## config.mk

```make
export PLATFORM = sky130hd
export DESIGN_NAME = manhattan_prim_mst
export DESIGN_NICKNAME = d
export VERILOG_FILES = /design/src/sv/mpm_pkg.sv /design/src/sv/mpm_ram.sv /design/src/sv/mpm_datapath.sv /design/src/sv/mpm_ctrl.sv /design/src/sv/manhattan_prim_mst.sv
export VERILOG_INCLUDE_DIRS = /design/src /design/src/sv
export SDC_FILE = /design/constraint.sdc
export NUM_CORES = 2
export LEC_CHECK = 0
export BUFFER_PORTS_ARGS = -buffer_cell sky130_fd_sc_hd__buf_2
export CAP_MARGIN = 30
export CORE_MARGIN = 3
export CORE_UTILIZATION = 58
export CTS_BUF_LIST = sky130_fd_sc_hd__clkbuf_8
export CTS_CLUSTER_SIZE = 30
export DETAILED_ROUTE_END_ITERATION = 8
export PLACE_DENSITY = 0.79
export REMOVE_ABC_BUFFERS = 1
export SETUP_SLACK_MARGIN = 0.5
export SKIP_CTS_REPAIR_TIMING = 1
export SLEW_MARGIN = 20
export SYNTH_ARGS = -nofsm -noshare
export SYNTH_HDL_FRONTEND = slang
export SYNTH_SLANG_ARGS = --single-unit
```

## constraint.sdc

```tcl
create_clock -name i_clk -period 14.7 [get_ports i_clk]
set_input_delay 1.47 -clock i_clk [delete_from_list [all_inputs] [get_ports i_clk]]
set_output_delay 1.47 -clock i_clk [all_outputs]
set_load 0.02 [all_outputs]
```

## src/sv/manhattan_prim_mst_macros.svh

```systemverilog
// ----------------------------------------------------------------------------
// Manhattan Prim MST assertion macros
// Shared property shorthands for the controller and the datapath.
// ----------------------------------------------------------------------------
`ifndef MANHATTAN_PRIM_MST_MACROS_SVH
`define MANHATTAN_PRIM_MST_MACROS_SVH

// Same-cycle implication, clocked on i_clk and disabled during reset.
`define MPM_ASSERT_IMP(label, ante, cons, msg) \
    label: assert property (@(posedge i_clk) disable iff (!i_rst_n) (ante) |-> (cons)) \
        else $error(msg);

// Next-cycle implication, clocked on i_clk and disabled during reset.
`define MPM_ASSERT_NXT(label, ante, cons, msg) \
    label: assert property (@(posedge i_clk) disable iff (!i_rst_n) (ante) |=> (cons)) \
        else $error(msg);

`endif

```

## src/sv/mpm_pkg.sv

```systemverilog
// ----------------------------------------------------------------------------
// Manhattan Prim MST package
// Shared constants, controller states and command and status bundles.
// ----------------------------------------------------------------------------
package mpm_pkg;

    localparam int MAX_POINTS_DEF = 64;
    localparam int COORD_BITS_DEF = 16;
    localparam int IN_COORD_W     = 16;
    localparam int OUT_IDX_W      = 6;

    typedef enum logic [1:0] {
        ST_LOAD,
        ST_SCAN,
        ST_DRAIN,
        ST_EMIT
    } t_state;

    typedef struct packed {
        logic load;
        logic start;
        logic abort;
        logic issue;
        logic commit;
        logic finish;
    } t_cmd;

    typedef struct packed {
        logic set_ok;
        logic last_issue;
        logic pipe_busy;
        logic last_round;
    } t_status;

endpackage

```

## src/sv/mpm_ram.sv

```systemverilog
// ----------------------------------------------------------------------------
// Generic RAM
// One write port and one read port with a registered read.
// ----------------------------------------------------------------------------
module mpm_ram #(
    parameter int WIDTH = 16,
    parameter int DEPTH = 64
) (
    input  logic                     i_clk,
    input  logic                     i_we,
    input  logic [$clog2(DEPTH)-1:0] i_waddr,
    input  logic [WIDTH-1:0]         i_wdata,
    input  logic [$clog2(DEPTH)-1:0] i_raddr,
    output logic [WIDTH-1:0]         o_rdata
);

    logic [WIDTH-1:0] r_mem [DEPTH];
    logic [WIDTH-1:0] r_rdata;

    always_ff @(posedge i_clk) begin
        if (i_we) begin
            r_mem[i_waddr] <= i_wdata;
        end
        r_rdata <= r_mem[i_raddr];
    end

    assign o_rdata = r_rdata;

endmodule

```

## src/sv/mpm_datapath.sv

```systemverilog
// ----------------------------------------------------------------------------
// Manhattan Prim MST datapath
// Point storage, per-point best-key memory, three-step scan pipeline and
// the running minimum that selects the next edge.
// ----------------------------------------------------------------------------
`include "manhattan_prim_mst_macros.svh"

module mpm_datapath
    import mpm_pkg::*;
#(
    parameter int MAX_POINTS = MAX_POINTS_DEF,
    parameter int COORD_BITS = COORD_BITS_DEF
) (
    input  logic                          i_clk,
    input  logic                          i_rst_n,
    input  t_cmd                          i_cmd,
    input  logic [IN_COORD_W-1:0]         i_coord_x,
    input  logic [IN_COORD_W-1:0]         i_coord_y,
    output t_status                       o_sts,
    output logic [$clog2(MAX_POINTS)-1:0] o_tree_end,
    output logic [$clog2(MAX_POINTS)-1:0] o_new_end,
    output logic                          o_last_edge
);

    localparam int IDX_W = $clog2(MAX_POINTS);
    localparam int CNT_W = $clog2(MAX_POINTS + 1);
    localparam int D_W   = COORD_BITS + 1;
    localparam int PT_W  = 2 * COORD_BITS;
    localparam int KEY_W = D_W + IDX_W;

    logic [CNT_W-1:0]      r_count;
    logic [CNT_W-1:0]      r_tree_size;
    logic [IDX_W-1:0]      r_w;
    logic                  r_v1;
    logic                  r_skip1;
    logic [IDX_W-1:0]      r_w1;
    logic                  r_v2;
    logic [IDX_W-1:0]      r_w2;
    logic [D_W-1:0]        r_d2;
    logic [D_W-1:0]        r_kd2;
    logic [IDX_W-1:0]      r_kt2;
    logic [COORD_BITS-1:0] r_x2;
    logic [COORD_BITS-1:0] r_y2;
    logic                  r_first;
    logic [IDX_W-1:0]      r_new_idx;
    logic [COORD_BITS-1:0] r_nx;
    logic [COORD_BITS-1:0] r_ny;
    logic [COORD_BITS-1:0] r_p0x;
    logic [COORD_BITS-1:0] r_p0y;
    logic                  r_best_found;
    logic [D_W-1:0]        r_best_d;
    logic [IDX_W-1:0]      r_best_w;
    logic [IDX_W-1:0]      r_best_t;
    logic [COORD_BITS-1:0] r_best_x;
    logic [COORD_BITS-1:0] r_best_y;
    logic [MAX_POINTS-1:0] r_in_tree;

    logic [31:0]           x_ext;
    logic [31:0]           y_ext;
    logic [COORD_BITS-1:0] x_in;
    logic [COORD_BITS-1:0] y_in;
    logic                  stored;
    logic [CNT_W-1:0]      n_after;
    logic                  pt_we;
    logic [PT_W-1:0]       pt_rdata;
    logic [KEY_W-1:0]      key_rdata;
    logic [COORD_BITS-1:0] rd_x;
    logic [COORD_BITS-1:0] rd_y;
    logic [COORD_BITS-1:0] dx;
    logic [COORD_BITS-1:0] dy;
    logic [D_W-1:0]        link_d;
    logic                  take;
    logic [D_W-1:0]        nkd;
    logic [IDX_W-1:0]      nkt;
    logic                  key_we;
    logic                  better;

    assign x_ext   = 32'(i_coord_x);
    assign y_ext   = 32'(i_coord_y);
    assign x_in    = x_ext[COORD_BITS-1:0];
    assign y_in    = y_ext[COORD_BITS-1:0];
    assign stored  = r_count < CNT_W'(MAX_POINTS);
    assign n_after = r_count + CNT_W'(stored);
    assign pt_we   = i_cmd.load && stored;

    mpm_ram #(
        .WIDTH (PT_W),
        .DEPTH (MAX_POINTS)
    ) u_pt_ram (
        .i_clk   (i_clk),
        .i_we    (pt_we),
        .i_waddr (r_count[IDX_W-1:0]),
        .i_wdata ({y_in, x_in}),
        .i_raddr (r_w),
        .o_rdata (pt_rdata)
    );

    mpm_ram #(
        .WIDTH (KEY_W),
        .DEPTH (MAX_POINTS)
    ) u_key_ram (
        .i_clk   (i_clk),
        .i_we    (key_we),
        .i_waddr (r_w2),
        .i_wdata ({nkt, nkd}),
        .i_raddr (r_w),
        .o_rdata (key_rdata)
    );

    assign rd_x   = pt_rdata[COORD_BITS-1:0];
    assign rd_y   = pt_rdata[PT_W-1:COORD_BITS];
    assign dx     = (rd_x > r_nx) ? (rd_x - r_nx) : (r_nx - rd_x);
    assign dy     = (rd_y > r_ny) ? (rd_y - r_ny) : (r_ny - rd_y);
    assign link_d = D_W'(dx) + D_W'(dy);

    // A strictly shorter link replaces the stored one, so earlier tree points win ties.
    assign take   = r_first || (r_d2 < r_kd2);
    assign nkd    = take ? r_d2 : r_kd2;
    assign nkt    = take ? r_new_idx : r_kt2;
    assign key_we = r_v2 && take;
    assign better = !r_best_found || (nkd < r_best_d);

    always_ff @(posedge i_clk) begin
        if (!i_rst_n) begin
            r_count      <= '0;
            r_tree_size  <= '0;
            r_w          <= '0;
            r_v1         <= 1'b0;
            r_v2         <= 1'b0;
            r_first      <= 1'b0;
            r_best_found <= 1'b0;
            r_in_tree    <= '0;
        end else begin
            r_v1 <= i_cmd.issue;
            r_v2 <= r_v1 && !r_skip1;
            if (pt_we) begin
                r_count <= n_after;
            end
            if (i_cmd.abort) begin
                r_count <= '0;
            end
            if (i_cmd.start) begin
                r_tree_size  <= CNT_W'(1);
                r_in_tree[0] <= 1'b1;
                r_first      <= 1'b1;
                r_w          <= '0;
                r_best_found <= 1'b0;
            end
            if (i_cmd.issue) begin
                r_w <= r_w + IDX_W'(1);
            end
            if (r_v2 && better) begin
                r_best_found <= 1'b1;
            end
            if (i_cmd.commit) begin
                r_in_tree[r_best_w] <= 1'b1;
                r_first             <= 1'b0;
                r_tree_size         <= r_tree_size + CNT_W'(1);
                r_best_found        <= 1'b0;
                r_w                 <= '0;
            end
            if (i_cmd.finish) begin
                r_count     <= '0;
                r_tree_size <= '0;
                r_in_tree   <= '0;
            end
        end
    end

    always_ff @(posedge i_clk) begin
        if (pt_we && (r_count == '0)) begin
            r_p0x <= x_in;
            r_p0y <= y_in;
        end
        if (i_cmd.start) begin
            r_new_idx <= '0;
            r_nx      <= r_p0x;
            r_ny      <= r_p0y;
        end
        if (i_cmd.commit) begin
            r_new_idx <= r_best_w;
            r_nx      <= r_best_x;
            r_ny      <= r_best_y;
        end
        r_skip1 <= r_in_tree[r_w];
        r_w1    <= r_w;
        r_w2    <= r_w1;
        r_d2    <= link_d;
        r_kd2   <= key_rdata[D_W-1:0];
        r_kt2   <= key_rdata[KEY_W-1:D_W];
        r_x2    <= rd_x;
        r_y2    <= rd_y;
        if (r_v2 && better) begin
            r_best_d <= nkd;
            r_best_w <= r_w2;
            r_best_t <= nkt;
            r_best_x <= r_x2;
            r_best_y <= r_y2;
        end
    end

    assign o_sts.set_ok     = n_after >= CNT_W'(2);
    assign o_sts.last_issue = (CNT_W'(r_w) + CNT_W'(1)) == r_count;
    assign o_sts.pipe_busy  = r_v1 || r_v2;
    assign o_sts.last_round = (r_tree_size + CNT_W'(1)) == r_count;

    assign o_tree_end  = r_best_t;
    assign o_new_end   = r_best_w;
    assign o_last_edge = o_sts.last_round;

    `MPM_ASSERT_IMP(a_commit_found, i_cmd.commit, r_best_found, "edge committed without a candidate")
    `MPM_ASSERT_IMP(a_new_waiting, i_cmd.commit, !r_in_tree[r_best_w], "new end already in tree")
    `MPM_ASSERT_NXT(a_new_joined, i_cmd.commit && !i_cmd.finish, r_in_tree[r_new_idx], "joined point not marked")

endmodule

```

## src/sv/mpm_ctrl.sv

```systemverilog
// ----------------------------------------------------------------------------
// Manhattan Prim MST controller
// Sequences point loading, the per-round scan, pipeline drain and edge output.
// ----------------------------------------------------------------------------
`include "manhattan_prim_mst_macros.svh"

module mpm_ctrl
    import mpm_pkg::*;
(
    input  logic    i_clk,
    input  logic    i_rst_n,
    input  logic    i_in_valid,
    input  logic    i_last_point,
    input  logic    i_out_stall,
    input  t_status i_sts,
    output t_cmd    o_cmd,
    output logic    o_in_stall,
    output logic    o_out_valid
);

    t_state r_state;
    t_state n_state;

    always_ff @(posedge i_clk) begin
        if (!i_rst_n) begin
            r_state <= ST_LOAD;
        end else begin
            r_state <= n_state;
        end
    end

    always_comb begin
        n_state     = r_state;
        o_cmd       = '0;
        o_in_stall  = 1'b1;
        o_out_valid = 1'b0;
        case (r_state)
            ST_LOAD: begin
                o_in_stall = 1'b0;
                o_cmd.load = i_in_valid;
                if (i_in_valid && i_last_point) begin
                    if (i_sts.set_ok) begin
                        o_cmd.start = 1'b1;
                        n_state     = ST_SCAN;
                    end else begin
                        o_cmd.abort = 1'b1;
                    end
                end
            end
            ST_SCAN: begin
                o_cmd.issue = 1'b1;
                if (i_sts.last_issue) begin
                    n_state = ST_DRAIN;
                end
            end
            ST_DRAIN: begin
                if (!i_sts.pipe_busy) begin
                    n_state = ST_EMIT;
                end
            end
            ST_EMIT: begin
                o_out_valid = 1'b1;
                if (!i_out_stall) begin
                    o_cmd.commit = 1'b1;
                    if (i_sts.last_round) begin
                        o_cmd.finish = 1'b1;
                        n_state      = ST_LOAD;
                    end else begin
                        n_state = ST_SCAN;
                    end
                end
            end
            default: begin
                n_state = ST_LOAD;
            end
        endcase
    end

    `MPM_ASSERT_IMP(a_emit_settled, r_state == ST_EMIT, !i_sts.pipe_busy, "edge shown while scan busy")

endmodule

```

## src/sv/manhattan_prim_mst.sv

```systemverilog
// ----------------------------------------------------------------------------
// Manhattan Prim MST
// Loads a set of points and emits the edges of a Manhattan-distance minimum
// spanning tree grown from point 0.
// ----------------------------------------------------------------------------
//  Channel  Handshake                Payload
//  in       i_in_valid / o_in_stall  i_coord_x, i_coord_y, i_last_point
//  out      o_out_valid / i_out_stall o_tree_end, o_new_end, o_last_edge
//
//  Points load while the input is not stalled; points beyond capacity are dropped.
//  Each edge of a set comes from a scan over its points, the pipeline drain and
//  the output state, where output stalls can hold it. Once a set of two or
//  more points ends, input requests stall until the last edge leaves.
//  A stalled output holds the edge and the build until it is taken.
//  Reset is synchronous; memories need no clearing after reset.
// ----------------------------------------------------------------------------
module manhattan_prim_mst
    import mpm_pkg::*;
#(
    parameter int MAX_POINTS = MAX_POINTS_DEF,
    parameter int COORD_BITS = COORD_BITS_DEF
) (
    input  logic                  i_clk,
    input  logic                  i_rst_n,
    input  logic                  i_in_valid,
    output logic                  o_in_stall,
    input  logic [IN_COORD_W-1:0] i_coord_x,
    input  logic [IN_COORD_W-1:0] i_coord_y,
    input  logic                  i_last_point,
    output logic                  o_out_valid,
    input  logic                  i_out_stall,
    output logic [OUT_IDX_W-1:0]  o_tree_end,
    output logic [OUT_IDX_W-1:0]  o_new_end,
    output logic                  o_last_edge
);

    localparam int IDX_W = $clog2(MAX_POINTS);

    t_cmd             cmd;
    t_status          sts;
    logic [IDX_W-1:0] tree_end;
    logic [IDX_W-1:0] new_end;

    mpm_ctrl u_ctrl (
        .i_clk        (i_clk),
        .i_rst_n      (i_rst_n),
        .i_in_valid   (i_in_valid),
        .i_last_point (i_last_point),
        .i_out_stall  (i_out_stall),
        .i_sts        (sts),
        .o_cmd        (cmd),
        .o_in_stall   (o_in_stall),
        .o_out_valid  (o_out_valid)
    );

    mpm_datapath #(
        .MAX_POINTS (MAX_POINTS),
        .COORD_BITS (COORD_BITS)
    ) u_datapath (
        .i_clk       (i_clk),
        .i_rst_n     (i_rst_n),
        .i_cmd       (cmd),
        .i_coord_x   (i_coord_x),
        .i_coord_y   (i_coord_y),
        .o_sts       (sts),
        .o_tree_end  (tree_end),
        .o_new_end   (new_end),
        .o_last_edge (o_last_edge)
    );

    assign o_tree_end = OUT_IDX_W'(tree_end);
    assign o_new_end  = OUT_IDX_W'(new_end);

endmodule

```

## After elaboration in Yosys (flattened, before gate mapping)

Memories as Yosys holds them, arrays and structs flattened. A register that Yosys moved wholly into a read port is not among the register bits.
Cells that the tools add are included.

| word-level totals | value |
|---|---|
| memories | 2 |
| register bits | 306 |
| memory bits (read-only) | 0 |
| bits in latches | 0 |
| RAM bits | 3,520 |
| output and inout bits | 15 |
| logic and storage cells | 124 |

| cells by class | value |
|---|---|
| multiply operators | 0 |
| $lt $le $gt $ge | 9 |
| reductions and logical operators | 21 |
| shift-type cells | 0 |
| equality and inequality tests | 10 |
| bitwise gates (word level) | 2 |
| multiplexer cells | 43 |
| $add $sub $neg | 9 |
| divide/modulo/power cells | 0 |

Memories:

| name | depth | width | read ports | clocked after Yosys merged registers in | wr ports | RTL line | RTL |
|---|---|---|---|---|---|---|---|
| u_datapath.u_pt_ram.r_mem | 64 | 32 | 1 | 1 | 1 | mpm_ram.sv:17 | `logic [WIDTH-1:0] r_mem [DEPTH];` |
| u_datapath.u_key_ram.r_mem | 64 | 23 | 1 | 1 | 1 | mpm_ram.sv:17 |  |

Operator list:

| operator | number |
|---|---|
| two-way mux 16 bit | 6 |
| OR 64 bit | 1 |
| subtractor 16 bit | 4 |
| less-than comparator 17 bit | 2 |
| > comparator 16 bit | 2 |
| two-way mux 6 bit | 4 |
| two-way mux 1 bit | 18 |
| adder 16 x 16 -> 17 bit | 1 |
| two-way mux 17 bit | 1 |
| two-way mux 2 bit | 8 |
| == test 7 bit | 2 |
| less-than comparator 6 x 7 -> 1 bit, second input constant | 2 |
| two-way mux 7 bit | 2 |
| != test 2 bit, second input constant | 4 |
| case mux 2 bit (4 select lines) | 1 |
| adder 6 x 1 -> 7 bit, second input constant | 1 |
| adder 7 x 1 -> 7 bit | 1 |
| adder 7 x 1 -> 7 bit, second input constant | 1 |
| >= comparator 7 x 2 -> 1 bit, second input constant | 1 |
| logical AND 1 bit | 7 |
| zero test 7 bit | 1 |
| less-than comparator 7 bit, second input constant | 1 |
| adder 6 x 1 -> 6 bit, second input constant | 1 |
| binary-select mux 1 bit (select 6 bit) | 1 |
| other kinds (14) | 21 |

## Logic depth before layout (Yosys ltp)

| depth | value |
|---|---|
| depth in word-level cells | 10 |
| mapped depth | 22 |
| gate-level depth less buffers | 21 |

## Hierarchy

Synthesis repeated with hierarchy kept, for this count alone.

| second synthesis, totals | value |
|---|---|
| cells, all modules | 7,175 |
| area total of the unflattened synthesis | 150,319.2 um^2 |

Modules (own cells, without submodules):

| module | area an instance (um^2) | instances | sequential area each (um^2) | cells each |
|---|---|---|---|---|
| mpm_ram at u_datapath.u_pt_ram | 78,515.3 | 1 | 62,139.6 | 3,324 |
| mpm_ram at u_datapath.u_key_ram | 56,720.6 | 1 | 44,662.8 | 2,446 |
| mpm_datapath | 14,826.7 | 1 | 7,397.1 | 1,376 |
| mpm_ctrl | 256.5 | 1 | 40.0 | 29 |

## Worst setup path before layout

No wires, ideal clock.

| timing | value |
|---|---|
| path type | reg-to-reg |
| start | register u_datapath.r_kd2[1] |
| end | register u_datapath.r_best_w[0], in the netlist u_datapath.o_new_end[0], enable pin |
| path slack | 5,098 ps |
| arrival | 9,085 ps |
| cell stages (with the launch flop) | 16 |
| library setup time | 517 ps |
| path through | dfxtp_1 > inv_1 > ha_1 > a21boi_0 > o21a_1 > o2111ai_1 > a41oi_1 > o31ai_2 > clkbuf_1 > o21ai_0 > ha_1 > and4_1 > a2111oi_0 > a32o_1 > o41ai_1 > a31oi_1 |

| between the ends | value |
|---|---|
| word-level cells in the longest chain between the ends | 6 |

RTL lines:

| element | RTL line | RTL |
|---|---|---|
| start: declaration | mpm_datapath.sv:40 | `logic [D_W-1:0] r_kd2;` |
| start signal: assignment | mpm_datapath.sv:189 | `r_kd2 <= key_rdata[D_W-1:0];` |
| less-than comparator 17 bit | mpm_datapath.sv:117 | `assign take = r_first \|\| (r_d2 < r_kd2);` |
| logical OR 1 bit | mpm_datapath.sv:117 |  |
| two-way mux 17 bit | mpm_datapath.sv:118 | `assign nkd = take ? r_d2 : r_kd2;` |
| net u_datapath.nkd[12] | mpm_datapath.sv:73 | `logic [D_W-1:0] nkd;` |
| less-than comparator 17 bit | mpm_datapath.sv:121 | `assign better = !r_best_found \|\| (nkd < r_best_d);` |
| logical OR 1 bit | mpm_datapath.sv:121 |  |
| logical AND 1 bit | mpm_datapath.sv:193 | `if (r_v2 && better) begin` |
| end signal: assignment | mpm_datapath.sv:195 | `r_best_w <= r_w2;` |
| end: declaration | mpm_datapath.sv:52 | `logic [IDX_W-1:0] r_best_w;` |

The timed path passes the listed nets, and every way through them passes these cells.
A chain may end at the register's enable or synchronous reset.

## Worst setup path after layout

| timing | value |
|---|---|
| start | register u_datapath.r_kd2[1] |
| end | register u_datapath.r_best_t[0], in the netlist u_datapath.o_tree_end[0], enable pin |

| between the ends | value |
|---|---|
| word-level cells in the longest chain between the ends | 6 |

RTL lines:

| element | RTL line | RTL |
|---|---|---|
| less-than comparator 17 bit | mpm_datapath.sv:117 |  |
| logical OR 1 bit | mpm_datapath.sv:117 |  |
| two-way mux 17 bit | mpm_datapath.sv:118 |  |
| net u_datapath.nkd[14] | mpm_datapath.sv:73 |  |
| less-than comparator 17 bit | mpm_datapath.sv:121 |  |
| logical OR 1 bit | mpm_datapath.sv:121 |  |
| logical AND 1 bit | mpm_datapath.sv:193 |  |
| end signal: assignment | mpm_datapath.sv:196 | `r_best_t <= nkt;` |
| end: declaration | mpm_datapath.sv:53 | `logic [IDX_W-1:0] r_best_t;` |

The timed path passes the listed nets, and every way through them passes these cells.

==> results.ini <==
[cts]
cts_tree=built
cts_buffers=588
worstSkewPairLatency_ps=1080
cts-htree-levels=6
root_buffer=clkbuf_8
cts.sinks=3881
clk_path_buf_depth=4
cts.clk_slew.worst_paths_ps=60

[pwr]
pwr-share-comb_pct=21.8
pwr-share-seq_pct=49.3
pwr-share-clk_pct=28.9
p_switching_w=0.00816
leakagePower_nw=52.6
swShare_pct=28.7
p_int_w=0.0203
powerDensity_mw_per_mm2=170
ir_worst_vdd_mv=0.309
total_power_w=0.0284

[logic_synthesis]
async_flop_share_pct=0
synth_fa_ha_area_share_pct=1.05
yosysMostFrequentCell=edfxtp_1
synth_compound_area_share_pct=1.40
yosys.area_share.simple_pct=1.83
synth_flop_cell=edfxtp_1
ys_warn_count=0
syn_inst=6701
synth_area_mm2=0.150
synth_area_leaders=edfxtp_1 (73%), mux4_2 (18%), dfxtp_1 (3.1%), ha_1 (0.99%), nor2_1 (0.62%)
synth-seq-cells=3881
synth_edf_count=3651
avgSynthCellArea_um2=22.4
synth.area.mux_share_pct=17.8
synth_xor_area_share_pct=0.380
synth_top_family_by_area=multiplexers
synth_top_area_cell=edfxtp_1
yosys-top-cells-count=edfxtp_1 (3651), mux4_2 (1164), nor2_1 (248)
ys_types=71
ys_seq_area_share_pct=76.3
synth_top_area_share_pct=73.2

[critical_path]
worstSetupPathType=reg -> reg
cp.arrival_ps=6900
start_kind=register
cp.required_ps=15370
crit_path_end_kind=register
crit_fanout=66

[sta]
drv_slew=0
min_period_ps=6230
timing.final.hold_violations=0
timing.final.crit_share_pct=42.4
fmax_mhz=160
finalSetupTns_ps=0
rsz0062_at_grt=false
setup_violations=0
fin_skew_ps=70.9
tightest_slew_ps=1200
slew_headroom_pct=19.7

[global_routing]
grtUsageMet1_pct=37.9
grt_max_degree=172
grt_pass1_vias=74900
busiest_layer=met2
grt_util_met3_pct=7.17
antenna_found_initial=25
grtUsageMet2_pct=44.8
grtUsageTotal_pct=28.4
grt_pass1_wl_mm=535
globalRoute.totalOverflow=0

[layout]
n_fill_cell=15500
drive_above_1_share_pct=30.9
post-route-util_pct=65.4
multiInputGateArea_mm2=0.0346
area_growth_pct=11.5
ff_latch_area_mm2=0.114
layout.nets=7410

[drt]
drtPass1Iterations=6
via_count=74100
via_per_inst=6.68
wl_mm=372
drt_drc_violations_left=0
drt_iter0_drc=10900
ant_nets=0
wl_per_cell_um=33.5

[floorplanning]
fp.dieArea_mm2=0.264
core_area_mm2=0.256
start_util_pct=58.6
die_x_um=514
rows=185
die_h_um=514
io_pins=52

[placement]
gp_congestion=0.872
port_buffers=51
dp_hpwl_mm=208

[flow_run]
maxCapViolCount=0

[hold_path]
hold_path.class=reg -> reg

[status]
status=finished, final reports clean

worst max-delay path: stages, from the launching register on:
cell,delay (ps)
dfxtp_1,310
inv_1,70
ha_1,300
a21boi_0,140
o21a_1,180
o2111ai_1,190
a41oi_1,260
o31ai_4,300
buf_4,430
nand2_1,160
o21ai_4,70
buf_4,520
ha_1,360
and4_1,210
a2111oi_0,410
a32o_1,260
o2111ai_1,200
a31oi_4,760
buf_4,610
cells by family (layout without fill, tap and decap cells):
family                     after synthesis  after routing
and+or+nand+nor                        618            618
buffers and inverters                  464           1475
xor gates and xnor gates                65             65
muxes                                 1207           1207
AOI/OAI and AO/OA                      343            343
DFF                                   3881           3881
adders and majority gates              123            123
other                                    0             26
through the flow:
stage | hold slack [ps] | std cells | instance area, um2 | worst slack, ps
after global placement | 310 | 9995 | 155000 | 8410
after CTS | 322 | 11100 | 167000 | 8490
final | 320 | 11100 | 167000 | 8470
after global routing | 328 | 11100 | 167000 | 8110
after floorplan | 310 | 6371 | 148000 | -24880
after detailed placement | 312 | 10000 | 156000 | 8560
sequential cells by signal, indices dropped and copies added (netlist names), 17 cells and up:
signal                        cells
u_datapath.u_pt_ram.r_mem      2048
u_datapath.r_kd2                 17
u_datapath.r_d2                  17
u_datapath.u_key_ram.o_rdata     23
u_datapath.u_pt_ram.o_rdata      32
u_datapath.r_in_tree             64
u_datapath.r_best_d              17
u_datapath.u_key_ram.r_mem     1472
power groups by stage:
stage	logic (W)	clock network, W	registers, W
global route	0.00664	0.00882	0.0140
CTS	0.00614	0.00832	0.0140
floorplan	0.00515	0	0.0145
detailed placement	0.00613	0	0.0142
finish	0.00619	0.00822	0.0140
global placement	0.00584	0	0.0142
layout by cell type (no fill, tap or decap), drive strengths merged, types with 5 or more instances in the layout:
| master | n |
|---|---|
| clkinv | 153 |
| a31oi | 10 |
| nand3 | 30 |
| xor2 | 24 |
| nor2b | 13 |
| o21ai | 88 |
| a211oi | 5 |
| fa | 5 |
| dfxtp | 230 |
| mux2 | 15 |
| nand3b | 19 |
| nor2 | 249 |
| a221oi | 8 |
| a21oi | 142 |
| nand2 | 205 |
| bufinv | 8 |
| o21a | 5 |
| nand4 | 11 |
| a31o | 5 |
| clkinvlp | 13 |
| xnor2 | 41 |
| nor3 | 12 |
| or3 | 17 |
| ha | 118 |
| inv | 360 |
| and3 | 18 |
| or3b | 5 |
| mux4 | 1164 |
| and2 | 18 |
| nor3b | 5 |
| o21bai | 9 |
| a21o | 31 |
| edfxtp | 3651 |
| mux2i | 28 |
| buf | 289 |
| diode | 26 |
| clkbuf | 652 |
per-layer routing:
metal,share of wire (%),wire (um)
met2,49,181000
met1,35,129000
met4,4.9,18300
met3,12,43700
met5,0.0073,27
path summary, 6_finish.rpt:
path                            start                        to  slack [ps]  cells past startpoint
setup / recovery  u_datapath.r_kd2[1]  u_datapath.o_tree_end[0]        8470                     18
hold / removal     u_datapath.r_w1[0]        u_datapath.r_w2[0]         320                      0
setup reg to reg  u_datapath.r_kd2[1]  u_datapath.o_tree_end[0]        8470                     18
hold reg to reg    u_datapath.r_w1[0]        u_datapath.r_w2[0]         320                      0
cell type report:
cell class                 count  area share (%)
sequential                  3881            68.4
multi-input combinational   2356            20.7
clock buffer                 652            5.37
tap                         3366            2.52
timing repair buffer         289            1.55
clock inverter               400            1.12
inverter                     134           0.301
antenna                       26          0.0389
Note: power is estimated with default switching activity, not from simulation.
